## config.mk

```make
export PLATFORM = sky130hd
export DESIGN_NAME = fit_block_allocator
export DESIGN_NICKNAME = d
export VERILOG_FILES = /design/src/sv/fba_pkg.sv /design/src/sv/fba_mem.sv /design/src/sv/fba_scan.sv /design/src/sv/fit_block_allocator.sv
export SDC_FILE = /design/constraint.sdc
export NUM_CORES = 1
export LEC_CHECK = 0
export ABC_AREA = 0
export BUFFER_PORTS_ARGS = -buffer_cell sky130_fd_sc_hd__buf_4
export CORE_UTILIZATION = 40
export CTS_CLUSTER_SIZE = 25
export DETAILED_ROUTE_END_ITERATION = 7
export PLACE_DENSITY = 0.54
export SETUP_SLACK_MARGIN = 0.2
export SKIP_CTS_REPAIR_TIMING = 1
export SLEW_MARGIN = 25
export SYNTH_ARGS = -nofsm -noshare
export SYNTH_HDL_FRONTEND = slang
export SYNTH_HIERARCHICAL = 1
export SYNTH_SLANG_ARGS = --single-unit
```

## constraint.sdc

```tcl
create_clock -name clk -period 7.35 [get_ports clk]
set_clock_uncertainty 0.1 [all_clocks]
set_input_delay 0.735 -clock clk [delete_from_list [all_inputs] [get_ports clk]]
set_output_delay 0.735 -clock clk [all_outputs]
set_load 0.02 [all_outputs]
```

## src/sv/fba_pkg.sv

```systemverilog
`default_nettype none

package fba_pkg;

	localparam int CMD_W      = 1;
	localparam int IDX_IN_W   = 4;
	localparam int AMOUNT_W   = 16;
	localparam int BLKNUM_W   = 5;
	localparam int SPACE_W    = 16;
	localparam int MODE_W     = 2;
	localparam int INUSE_W    = 5;
	localparam int CFG_IDX_W  = 1;
	localparam int CFG_DATA_W = 5;

	localparam logic [CMD_W-1:0] CMD_LOAD    = 1'b0;
	localparam logic [CMD_W-1:0] CMD_REQUEST = 1'b1;

	localparam logic [MODE_W-1:0] MODE_FIRST = 2'd0;
	localparam logic [MODE_W-1:0] MODE_BEST  = 2'd1;
	localparam logic [MODE_W-1:0] MODE_WORST = 2'd2;

	localparam logic [CFG_IDX_W-1:0] CFG_FIT_MODE      = 1'b0;
	localparam logic [CFG_IDX_W-1:0] CFG_BLOCKS_IN_USE = 1'b1;

	localparam logic [MODE_W-1:0]  RESET_FIT_MODE      = MODE_FIRST;
	localparam logic [INUSE_W-1:0] RESET_BLOCKS_IN_USE = 5'd16;

	typedef struct packed {
		logic                granted;
		logic [BLKNUM_W-1:0] block_number;
		logic [SPACE_W-1:0]  space_left;
	} res_t;

endpackage

`default_nettype wire

```

## src/sv/fba_mem.sv

```systemverilog
`default_nettype none

module fba_mem #(
	parameter int DEPTH  = 16,
	parameter int WIDTH  = 16,
	parameter int ADDR_W = 4
) (
	input  wire logic              clk,
	input  wire logic              we,
	input  wire logic [ADDR_W-1:0] waddr,
	input  wire logic [WIDTH-1:0]  wdata,
	input  wire logic              re,
	input  wire logic [ADDR_W-1:0] raddr,
	output      logic [WIDTH-1:0]  rdata
);

	logic [WIDTH-1:0] mem_q [DEPTH];

	always_ff @(posedge clk) begin
		if (we) begin
			mem_q[waddr] <= wdata;
		end
	end

	always_ff @(posedge clk) begin
		if (re) begin
			rdata <= mem_q[raddr];
		end
	end

endmodule

`default_nettype wire

```

## src/sv/fba_scan.sv

```systemverilog
`default_nettype none

module fba_scan #(
	parameter int MAX_BLOCKS = 16,
	parameter int SIZE_BITS  = 16,
	parameter int IDX_W      = 4,
	parameter int CNT_W      = 5
) (
	input  wire logic                          clk,
	input  wire logic                          arst_n,
	input  wire logic                          start,
	output      logic                          busy,
	input  wire logic [fba_pkg::CMD_W-1:0]     cmd,
	input  wire logic [fba_pkg::IDX_IN_W-1:0]  block_index,
	input  wire logic [fba_pkg::AMOUNT_W-1:0]  amount,
	input  wire logic [fba_pkg::MODE_W-1:0]    fit_mode,
	input  wire logic [CNT_W-1:0]              scan_limit,
	output      logic                          mem_we,
	output      logic [IDX_W-1:0]              mem_waddr,
	output      logic [SIZE_BITS-1:0]          mem_wdata,
	output      logic                          mem_re,
	output      logic [IDX_W-1:0]              mem_raddr,
	input  wire logic [SIZE_BITS-1:0]          mem_rdata,
	output      logic                          res_valid,
	output      fba_pkg::res_t                 res
);

	typedef enum logic [2:0] {
		ST_IDLE = 3'b001,
		ST_SCAN = 3'b010,
		ST_DONE = 3'b100
	} state_t;

	state_t                        state_q;
	logic [CNT_W-1:0]              rd_ptr_q;
	logic [CNT_W-1:0]              limit_q;
	logic [fba_pkg::AMOUNT_W-1:0]  amount_q;
	logic [fba_pkg::MODE_W-1:0]    mode_q;
	logic                          rd_vld_s1;
	logic [IDX_W-1:0]              rd_idx_s1;
	logic                          found_q;
	logic [IDX_W-1:0]              pick_q;
	logic [SIZE_BITS-1:0]          held_q;
	logic                          res_valid_q;
	fba_pkg::res_t                 res_q;

	logic                          accept;
	logic                          load_wr;
	logic                          issue;
	logic                          fits;
	logic                          better;
	logic                          take;
	logic [31:0]                   idx_ext;
	logic [31:0]                   amt_ext;
	logic [31:0]                   diff;
	logic [SIZE_BITS-1:0]          new_size;
	logic [31:0]                   new_ext;
	logic [31:0]                   num_ext;

	assign accept  = start && (state_q == ST_IDLE);
	assign busy    = (state_q != ST_IDLE);
	assign idx_ext = 32'(block_index);
	assign amt_ext = 32'(amount);
	assign load_wr = accept && (cmd == fba_pkg::CMD_LOAD) && (idx_ext < 32'(MAX_BLOCKS));

	assign issue     = (state_q == ST_SCAN) && (rd_ptr_q < limit_q);
	assign mem_re    = issue;
	assign mem_raddr = rd_ptr_q[IDX_W-1:0];

	// candidate compare on the entry read last cycle
	always_comb begin
		fits = 32'(mem_rdata) >= 32'(amount_q);
		case (mode_q)
			fba_pkg::MODE_BEST:  better = mem_rdata < held_q;
			fba_pkg::MODE_WORST: better = mem_rdata > held_q;
			default:             better = 1'b0;
		endcase
		take = rd_vld_s1 && fits && (!found_q || better);
	end

	assign diff     = 32'(held_q) - 32'(amount_q);
	assign new_size = diff[SIZE_BITS-1:0];
	assign new_ext  = 32'(new_size);
	assign num_ext  = 32'(pick_q) + 32'd1;

	always_comb begin
		if (state_q == ST_DONE) begin
			mem_we    = found_q;
			mem_waddr = pick_q;
			mem_wdata = new_size;
		end else begin
			mem_we    = load_wr;
			mem_waddr = idx_ext[IDX_W-1:0];
			mem_wdata = amt_ext[SIZE_BITS-1:0];
		end
	end

	always_ff @(posedge clk or negedge arst_n) begin
		if (!arst_n) begin
			state_q     <= ST_IDLE;
			rd_vld_s1   <= 1'b0;
			found_q     <= 1'b0;
			res_valid_q <= 1'b0;
		end else begin
			rd_vld_s1   <= issue;
			res_valid_q <= (state_q == ST_DONE);
			case (state_q)
				ST_IDLE: begin
					if (accept && (cmd == fba_pkg::CMD_REQUEST)) begin
						state_q <= ST_SCAN;
						found_q <= 1'b0;
					end
				end
				ST_SCAN: begin
					if (take) begin
						found_q <= 1'b1;
					end
					if (!issue) begin
						state_q <= ST_DONE;
					end
				end
				ST_DONE: begin
					state_q <= ST_IDLE;
				end
				default: begin
					state_q <= ST_IDLE;
				end
			endcase
		end
	end

	always_ff @(posedge clk) begin
		if (accept) begin
			rd_ptr_q <= '0;
			limit_q  <= scan_limit;
			amount_q <= amount;
			mode_q   <= fit_mode;
		end else if (issue) begin
			rd_ptr_q <= rd_ptr_q + CNT_W'(1);
		end
		if (issue) begin
			rd_idx_s1 <= rd_ptr_q[IDX_W-1:0];
		end
		if (take) begin
			pick_q <= rd_idx_s1;
			held_q <= mem_rdata;
		end
		if (state_q == ST_DONE) begin
			res_q.granted      <= found_q;
			res_q.block_number <= found_q ? num_ext[fba_pkg::BLKNUM_W-1:0] : '0;
			res_q.space_left   <= found_q ? new_ext[fba_pkg::SPACE_W-1:0] : '0;
		end
	end

	assign res_valid = res_valid_q;
	assign res       = res_q;

endmodule

`default_nettype wire

```

## src/sv/fit_block_allocator.sv

```systemverilog
`default_nettype none

// Free-size table for up to MAX_BLOCKS memory blocks with first, best or worst
// fit placement. A load (cmd 0) is taken while idle, writes the block's free
// size and raises no done; busy stays low. A request (cmd 1) keeps busy high
// through a scan of N = min(blocks_in_use, MAX_BLOCKS) entries, which reads one
// table entry per cycle through the single read port of the free-size memory,
// then through the last compare and the write-back of the chosen block. done
// pulses for one cycle right after, with granted, block_number and space_left
// valid in that cycle only; the receiver cannot stall it, so it must capture
// the transfer then. A new start may be given in that same cycle. Blocks
// scanned by a request must have been loaded since reset.
module fit_block_allocator #(
	parameter int MAX_BLOCKS = 16,
	parameter int SIZE_BITS  = 16
) (
	input  wire logic                            clk,
	input  wire logic                            arst_n,
	input  wire logic                            start,
	output      logic                            busy,
	input  wire logic [fba_pkg::CMD_W-1:0]       cmd,
	input  wire logic [fba_pkg::IDX_IN_W-1:0]    block_index,
	input  wire logic [fba_pkg::AMOUNT_W-1:0]    amount,
	output      logic                            done,
	output      logic                            granted,
	output      logic [fba_pkg::BLKNUM_W-1:0]    block_number,
	output      logic [fba_pkg::SPACE_W-1:0]     space_left,
	input  wire logic                            cfg_we,
	input  wire logic [fba_pkg::CFG_IDX_W-1:0]   cfg_index,
	input  wire logic [fba_pkg::CFG_DATA_W-1:0]  cfg_wdata
);

	localparam int IDX_W = (MAX_BLOCKS > 1) ? $clog2(MAX_BLOCKS) : 1;
	localparam int CNT_W = $clog2(MAX_BLOCKS + 1);

	logic [fba_pkg::MODE_W-1:0]  fit_mode_q;
	logic [fba_pkg::INUSE_W-1:0] blocks_in_use_q;
	logic [CNT_W-1:0]            scan_limit;

	logic                        mem_we;
	logic [IDX_W-1:0]            mem_waddr;
	logic [SIZE_BITS-1:0]        mem_wdata;
	logic                        mem_re;
	logic [IDX_W-1:0]            mem_raddr;
	logic [SIZE_BITS-1:0]        mem_rdata;
	fba_pkg::res_t               res;

	always_ff @(posedge clk or negedge arst_n) begin
		if (!arst_n) begin
			fit_mode_q      <= fba_pkg::RESET_FIT_MODE;
			blocks_in_use_q <= fba_pkg::RESET_BLOCKS_IN_USE;
		end else if (cfg_we) begin
			case (cfg_index)
				fba_pkg::CFG_FIT_MODE:      fit_mode_q      <= cfg_wdata[fba_pkg::MODE_W-1:0];
				fba_pkg::CFG_BLOCKS_IN_USE: blocks_in_use_q <= cfg_wdata;
				default: ;
			endcase
		end
	end

	// saturate to the table depth
	assign scan_limit = (32'(blocks_in_use_q) > 32'(MAX_BLOCKS)) ?
		CNT_W'(MAX_BLOCKS) : CNT_W'(blocks_in_use_q);

	fba_mem #(
		.DEPTH  (MAX_BLOCKS),
		.WIDTH  (SIZE_BITS),
		.ADDR_W (IDX_W)
	) u_mem (
		.clk   (clk),
		.we    (mem_we),
		.waddr (mem_waddr),
		.wdata (mem_wdata),
		.re    (mem_re),
		.raddr (mem_raddr),
		.rdata (mem_rdata)
	);

	fba_scan #(
		.MAX_BLOCKS (MAX_BLOCKS),
		.SIZE_BITS  (SIZE_BITS),
		.IDX_W      (IDX_W),
		.CNT_W      (CNT_W)
	) u_scan (
		.clk         (clk),
		.arst_n      (arst_n),
		.start       (start),
		.busy        (busy),
		.cmd         (cmd),
		.block_index (block_index),
		.amount      (amount),
		.fit_mode    (fit_mode_q),
		.scan_limit  (scan_limit),
		.mem_we      (mem_we),
		.mem_waddr   (mem_waddr),
		.mem_wdata   (mem_wdata),
		.mem_re      (mem_re),
		.mem_raddr   (mem_raddr),
		.mem_rdata   (mem_rdata),
		.res_valid   (done),
		.res         (res)
	);

	assign granted      = res.granted;
	assign block_number = res.block_number;
	assign space_left   = res.space_left;

endmodule

`default_nettype wire

```

==> summary.txt, run 1 <==
Place
  • Gpl congestion: 0.817
  • Final HPWL from detailed placement: ~21000 um
  • Port Buf Inserts: 54
  • Placement Cell Area: 16300 um2
  • Worst slack, placed: 3.59 ns

Timing
  • Fmax: ~270 MHz
  • Hold Slack: 0.288 ns
  • Max-Slew Margin vs Limit: 0.323
  • Tmin final: approximately 3.7 ns
  • Final setup vio count: 0
  • Final period utilization: 0.505
  • Max-slew violation total from the final report: 0
  • RSZ-0062 raised after global routing: false
  • Post-Route Setup TNS: 0 ns
  • Final Hold Vio Count: 0
  • Worst setup margin: 3.63 ns
  • Worst-Margin Slew: 1.01 ns

Drt
  • Via Count: 7806
  • DR pass1 iterations: 4
  • Routed WL: 32200 um
  • Antenna violation net count after detailed routing: 0
  • Vias per Instance: 5.15
  • Starting DRT DRC Count: approximately 450
  • Remaining DRCs: 0
  • Routed len/inst: roughly 21 um

Synthesis
  • Synth unique cells: 63
  • Share of flip-flops with an asynchronous set or reset: 0.0362
  • Post-synthesis sequential area ratio: 0.702
  • Top-area cell type share of the netlist area: 0.674
  • Number of synthesized flops with an enable pin: ~340
  • Yosys warnings: 6
  • Yosys top cell by area: edfxtp_1
  • Mean Syn Cell Area: 17.0 um2
  • Mapped Cells: 891
  • Leading cell types by total area after synthesis: edfxtp_1 67%, mux4_2 8.0%, ha_1 4.5%, dfrtp_1 1.8%, mux4_1 1.7%
  • Flops & latches, synth: 359
  • Post-synth top flop: edfxtp_1
  • Post-Synthesis Cell Area: 15200 um2
  • Synthesized Nets: 978

Clock tree
  • CTS Root Cell: clkbuf_16
  • Clock slew seen by the registers of the worst setup and hold paths: 0.06 ns
  • TritonCTS clock tree: done
  • Clk sink count: 359
  • H-tree levels: 2
  • Skew-Pair Late Insertion Delay: 0.53 ns
  • Clock Path Buffers: 3
  • TritonCTS Buffers: 39

GRT
  • Largest net degree at the start of global routing: 51
  • Vias in the first global route: 8127
  • Initial antenna violation count: 0
  • GRT Total Usage: 0.171
  • GRT overflow: 0
  • Global-route wire length before repair: between 40000 and 50000 um

Floorplanning
  • Initial core utilization: 0.405
  • Die Ht: 197 um
  • Die area: 38800 um2
  • Row count: around 70
  • Top-Level Pins: 55
  • Core area: 37500 um2
  • Die Wd: 197 um

Cells and area
  • Antenna Cells: 0
  • Design Area, Final: 17600 um2
  • Area growth from synthesis to layout: 15.5%
  • Filler cells: 3295
  • Layout net count: 1064
  • Fraction of layout cells with a size suffix above 1: 0.217

Setup path
  • Max incr delay on CP: between 0.7 and 0.8 ns
  • Crit path cell chain: clkinv_1, o22ai_1, or3b_2, nor2_2
  • Critical Path RT: between 7 and 8 ns
  • Critical path endpoint category: flop
  • CP max stage cell: nor2_2
  • Flop2flop setup slack: 3.63 ns
  • Crit start category: flop
  • CP arrival: 3.76 ns
  • Critical Setup Path Class: reg2reg
  • CP max FO: 17

Job
  • Number of max-cap violations: 0

Power and ir drop
  • Worst vdd ir: 181 uV
  • Leak: 6.05 nW
  • PD cells: 259 nW/um2

Outcome
  • Status: finished clean

Hold path
  • Hold WC Path Type: in2reg
## path summary, 6_finish.rpt
path                                      from                   to  depth (start not counted)
max reg2reg                     u_scan/found_q   u_mem/mem_q[1][12]                          4
min                                 amount[13]  u_scan/amount_q[13]                          1
min reg2reg                u_scan/rd_idx_s1[0]     u_scan/pick_q[0]                          0
max                             u_scan/found_q   u_mem/mem_q[1][12]                          4
max in group asynchronous               arst_n   blocks_in_use_q[4]                          2
min in group asynchronous               arst_n     u_scan/rd_vld_s1                          2
## metal layers
| layer | part of all wire | wire length, um | GRT usage | vias to the layer above |
|---|---|---|---|---|
| met1 | 0.48 | 15400 | 0.245 | 3929 |
| met2 | 0.47 | 15000 | 0.274 | 141 |
| met3 | 0.036 | 1170 | 0.0264 | 44 |
| li1 | - | - | - | 3692 |
| met4 | 0.019 | 602 | 0.0474 | 0 |
| met5 | 0 | 0 | 0 | - |
## synthesized netlist by cell type (all sizes together) (7+ instances only)
library cell,count
ha,55
and2,7
nor2b,10
a21o,7
nor3,16
buf,21
nor2,40
inv,44
dfrtp,11
mux4,64
nand2,67
a21oi,26
a22oi,32
xor2,7
nand2b,9
o21ai,22
edfxtp,341
mux2,7
clkbuf,15
nand3,9
## power by group
part           internal [W]  switching [W]  leakage (nW)  total [W]
sequential          0.00229      0.0000308          3.29    0.00232
clock               0.00111       0.000780         0.598    0.00189
combinational      0.000144       0.000190          2.16   0.000334
## state kept, by name, summed over array words and instances (netlist names)
signal	count
blocks_in_use_q	5
fit_mode_q	2
u_mem/mem_q	256
u_mem/rdata	16
u_scan/amount_q	16
u_scan/found_q	1
u_scan/held_q	16
u_scan/limit_q	5
u_scan/mode_q	2
u_scan/pick_q	4
u_scan/rd_idx_s1	4
u_scan/rd_ptr_q	5
u_scan/rd_vld_s1	1
u_scan/res	22
u_scan/res_valid	1
u_scan/state_q	3
## critical path, delay by kind of cell (launching register included)
kind	cells	cell delay, ns
AOI/OAI and AO/OA	1	0.67
buffers and inverters	1	0.62
DFF	1	0.61
and+or+nand+nor	2	1.33
## area by class of cell
cell class / instances / area (um2) / area share
repair buffers: 81 / 611 / 0.0348
multi-input cells: 450 / 4220 / 0.240
clock inverters: 18 / 189 / 0.0108
clock buffers: 52 / 1050 / 0.0596
well taps: 511 / 639 / 0.0364
inverters: 46 / 173 / 0.00984
flip-flops and latches: 359 / 10700 / 0.608
## placed cells by master (no fill, tap or decap), types with 9 or more instances in the layout
master     netlist  final
nand3_1          9      9
clkbuf_1        15     12
mux4_1          10     10
inv_1           44     44
nor2_1          40     28
a22oi_1         32     32
mux4_2          54     54
clkbuf_16        0     40
o21ai_0         19     19
buf_4            9     80
nor2_2           0     10
ha_1            55     55
nor2b_1         10     10
nand2_1         66     66
nand2b_1         9      9
edfxtp_1       341    341
a21oi_1         26     25
dfrtp_1         11     11
nor3_1          16     12
## per-stage QoR
stage	instances	power, W	util
5_1_grt	1517	0.00471	0.468
2_1_floorplan	891	0.00259	-
3_3_place_gp	1446	0.00269	0.434
3_5_place_dp	1446	0.00270	0.435
6_report	1517	0.00455	0.468
4_1_cts	1516	0.00460	0.468
## cell families (layout without fill, tap and decap cells)
logic type	Yosys count	count (layout)	synth area share
compound gates	126	126	0.0573
simple gates	180	180	0.0564
flops	359	359	0.702
xor+xnor	13	13	0.00750
fa+ha+maj	56	56	0.0466
mux	75	75	0.105
buf+inv	82	197	0.0247
No activity file was read; power rests on OpenSTA's default activity.
==> inputs of run 2 (changes only) <==
==> constraint.sdc (replaced) <==
create_clock -name clk -period 3.5 [get_ports clk]
set_clock_uncertainty 0.1 [all_clocks]
set_input_delay 0.35 -clock clk [delete_from_list [all_inputs] [get_ports clk]]
set_output_delay 0.35 -clock clk [all_outputs]
set_load 0.02 [all_outputs]
==> run 2 against run 1 <==
Clock power rose by 94%. Cell count up 2.6%. Sequential share of layout area down 0.92 points. Non-clock buffer count is 45 higher. Register-to-register slack got worse by 3.2 ns. Flip-flop and latch count did not move. First-iteration DRC count grew 27%. Count of clock-buffer cells in the layout is 3 lower. Total power increased by 100%. Combinational power up 120%.
==> summary.txt, run 2 (synthesis gave the netlist of run 1 again) <==
GRT
  • GRT Total Usage: 0.180 (+0.00829)
  • Initial antenna violation count: 0 (unchanged)
  • Global-route wire length before repair: 50600 um (+2.8%)
  • Vias in the first global route: 8053 (-0.91%)
  • GRT overflow: 0 (unchanged)
  • Largest net degree at the start of global routing: 69 (+35%)

Floorplanning
  • Die Ht: 197 um (unchanged)
  • Die area: 38800 um2 (unchanged)
  • Top-Level Pins: 55 (unchanged)
  • Core area: 37500 um2 (unchanged)
  • Initial core utilization: 0.405 (unchanged)
  • Die Wd: 197 um (unchanged)
  • Row count: 71 (unchanged)

Timing
  • Hold Slack: 0.114 ns (-0.175 ns)
  • RSZ-0062 raised after global routing: false
  • Max-Slew Margin vs Limit: 0.576 (+0.253)
  • Fmax: 327 MHz (+22%)
  • Post-Route Setup TNS: 0 ns (unchanged)
  • Final period utilization: 0.874 (+0.368)
  • Final Hold Vio Count: 0 (unchanged)
  • Max-slew violation total from the final report: 0 (unchanged)
  • Final setup vio count: 0 (unchanged)
  • Worst-Margin Slew: 0.634 ns (-0.380 ns)
  • Tmin final: 3.06 ns (-0.658 ns)

Clock tree
  • H-tree levels: 2 (unchanged)
  • Clock Path Buffers: 3 (unchanged)
  • TritonCTS clock tree: done
  • CTS Root Cell: clkbuf_16
  • Clock slew seen by the registers of the worst setup and hold paths: 0.06 ns (about the same)
  • Clk sink count: 359 (unchanged)
  • Skew-Pair Late Insertion Delay: 0.53 ns (about the same)
  • TritonCTS Buffers: 38 (-2.6%)

Place
  • Port Buf Inserts: 54 (unchanged)
  • Final HPWL from detailed placement: 20700 um (-2.4%)
  • Placed cell count: 1469 (+1.6%)
  • Placement Cell Area: 16500 um2 (+1.1%)
  • Gpl congestion: 0.808 (-1.1%)

Power and ir drop
  • Clock power frac: 0.397 (-0.019)
  • Int Power: 0.00724 W (+100%)
  • Seq pwr share: 0.523 (+0.013)
  • Comb power frac: 0.081 (+0.007)
  • Switching power: 0.00201 W (+100%)
  • Sw frac: 0.218 (-0.00273)
  • Leak: 6.22 nW (+2.8%)
  • PD cells: 519 nW/um2 (+100%)
  • Worst vdd ir: 278 uV (+54%)

Setup path
  • Critical path endpoint category: flop
  • Crit start category: flop
  • Critical Path RT: 3.65 ns (-3.75 ns)
  • Critical Setup Path Class: reg2reg
  • CP arrival: 3.21 ns (-0.55 ns)
  • CP max FO: 16 (-1)

Cells and area
  • Filler cells: 3243 (-1.6%)
  • Fraction of layout cells with a size suffix above 1: 0.225 (+0.00797)
  • Max reg flops: 256 (unchanged)
  • Area growth from synthesis to layout: 17.3%
  • Most frequent cells in the layout: 341 x edfxtp_1, 102 x buf_4, 66 x nand2_1
  • Multi-input gate area: 4200 um2 (-0.47%)
  • Final Core Density: 0.475 (+0.00717)
  • Antenna Cells: 0 (unchanged)
  • Commonest non-fill, non-tap cell in the layout: edfxtp_1
  • Design Area, Final: 17800 um2 (+1.5%)
  • Top reg by flops: u_mem/mem_q
  • Sequential Area: 10700 um2 (unchanged)
  • Layout net count: 1108 (+4.1%)
  • Non-filler cells, final: 1557 (+2.6%)

Job
  • Number of max-cap violations: 0 (unchanged)

Drt
  • Remaining DRCs: 0 (unchanged)
  • Antenna violation net count after detailed routing: 0 (unchanged)
  • DR pass1 iterations: 4 (unchanged)
  • Starting DRT DRC Count: 572 (+27%)
  • Via Count: 8202 (+5.1%)
  • Routed len/inst: 21.8 um (+2.9%)
  • Vias per Instance: 5.27 (+2.4%)
  • Routed WL: 34000 um (+5.6%)

Hold path
  • Hold WC Path Type: in2reg

Outcome
  • Status: finished clean
run 2: worst max-delay path, stage by stage, from the launching register on:
cell	delay (ns)
edfxtp_1	0.39
ha_1	0.25
fa_1	0.42
nor2b_1	0.18
o31a_1	0.19
a41o_1	0.29
a21oi_1	0.13
or4_1	0.41
nand3_1	0.42
run 2: path summary, 6_finish.rpt:
path	from	end	slack (ns)	cells after the start
min in group asynchronous	arst_n	u_scan/rd_vld_s1	0.13	2
min	cfg_we	fit_mode_q[1]	0.11	3
min reg2reg	u_scan/rd_idx_s1[3]	u_scan/pick_q[3]	0.32	0
max in group asynchronous	arst_n	u_scan/state_q[0]	2.92	2
max	u_scan/amount_q[0]	u_mem/mem_q[2][10]	0.44	8
max reg2reg	u_scan/amount_q[0]	u_mem/mem_q[2][10]	0.44	8
run 2: layout make-up:
cell class                 count  share of cell area
tap                          511              0.0359
clock buffer                  49              0.0569
clock inverter                16             0.00590
timing repair buffer         126              0.0570
inverter                      46             0.00969
multi-input combinational    450               0.236
sequential                   359               0.599
run 2: power groups by stage:
stage / clock network [W] / registers [W] / logic, W
after floorplan: 0 / 0.00492 / 0.000520
after global placement: 0 / 0.00493 / 0.000734
after detailed placement: 0 / 0.00493 / 0.000737
after CTS: 0.00377 / 0.00484 / 0.000739
after global routing: 0.00394 / 0.00485 / 0.000826
final: 0.00367 / 0.00484 / 0.000747
run 2: stage by stage:
stage	setup WS (ns)	total power, W
final	0.443	0.00926
after global routing	0.200	0.00961
after CTS	0.171	0.00935
after detailed placement	0.194	0.00567
after global placement	0.333	0.00566
after floorplan	0.239	0.00544
run 2: routing by layer:
layer  track usage  vias to the layer above  wire length, um
li1              -                     3772                -
met1         0.251                     4196            15400
met2         0.294                      191            16400
met3        0.0286                       43             1500
met4        0.0462                        0              587
met5             0                        -                0
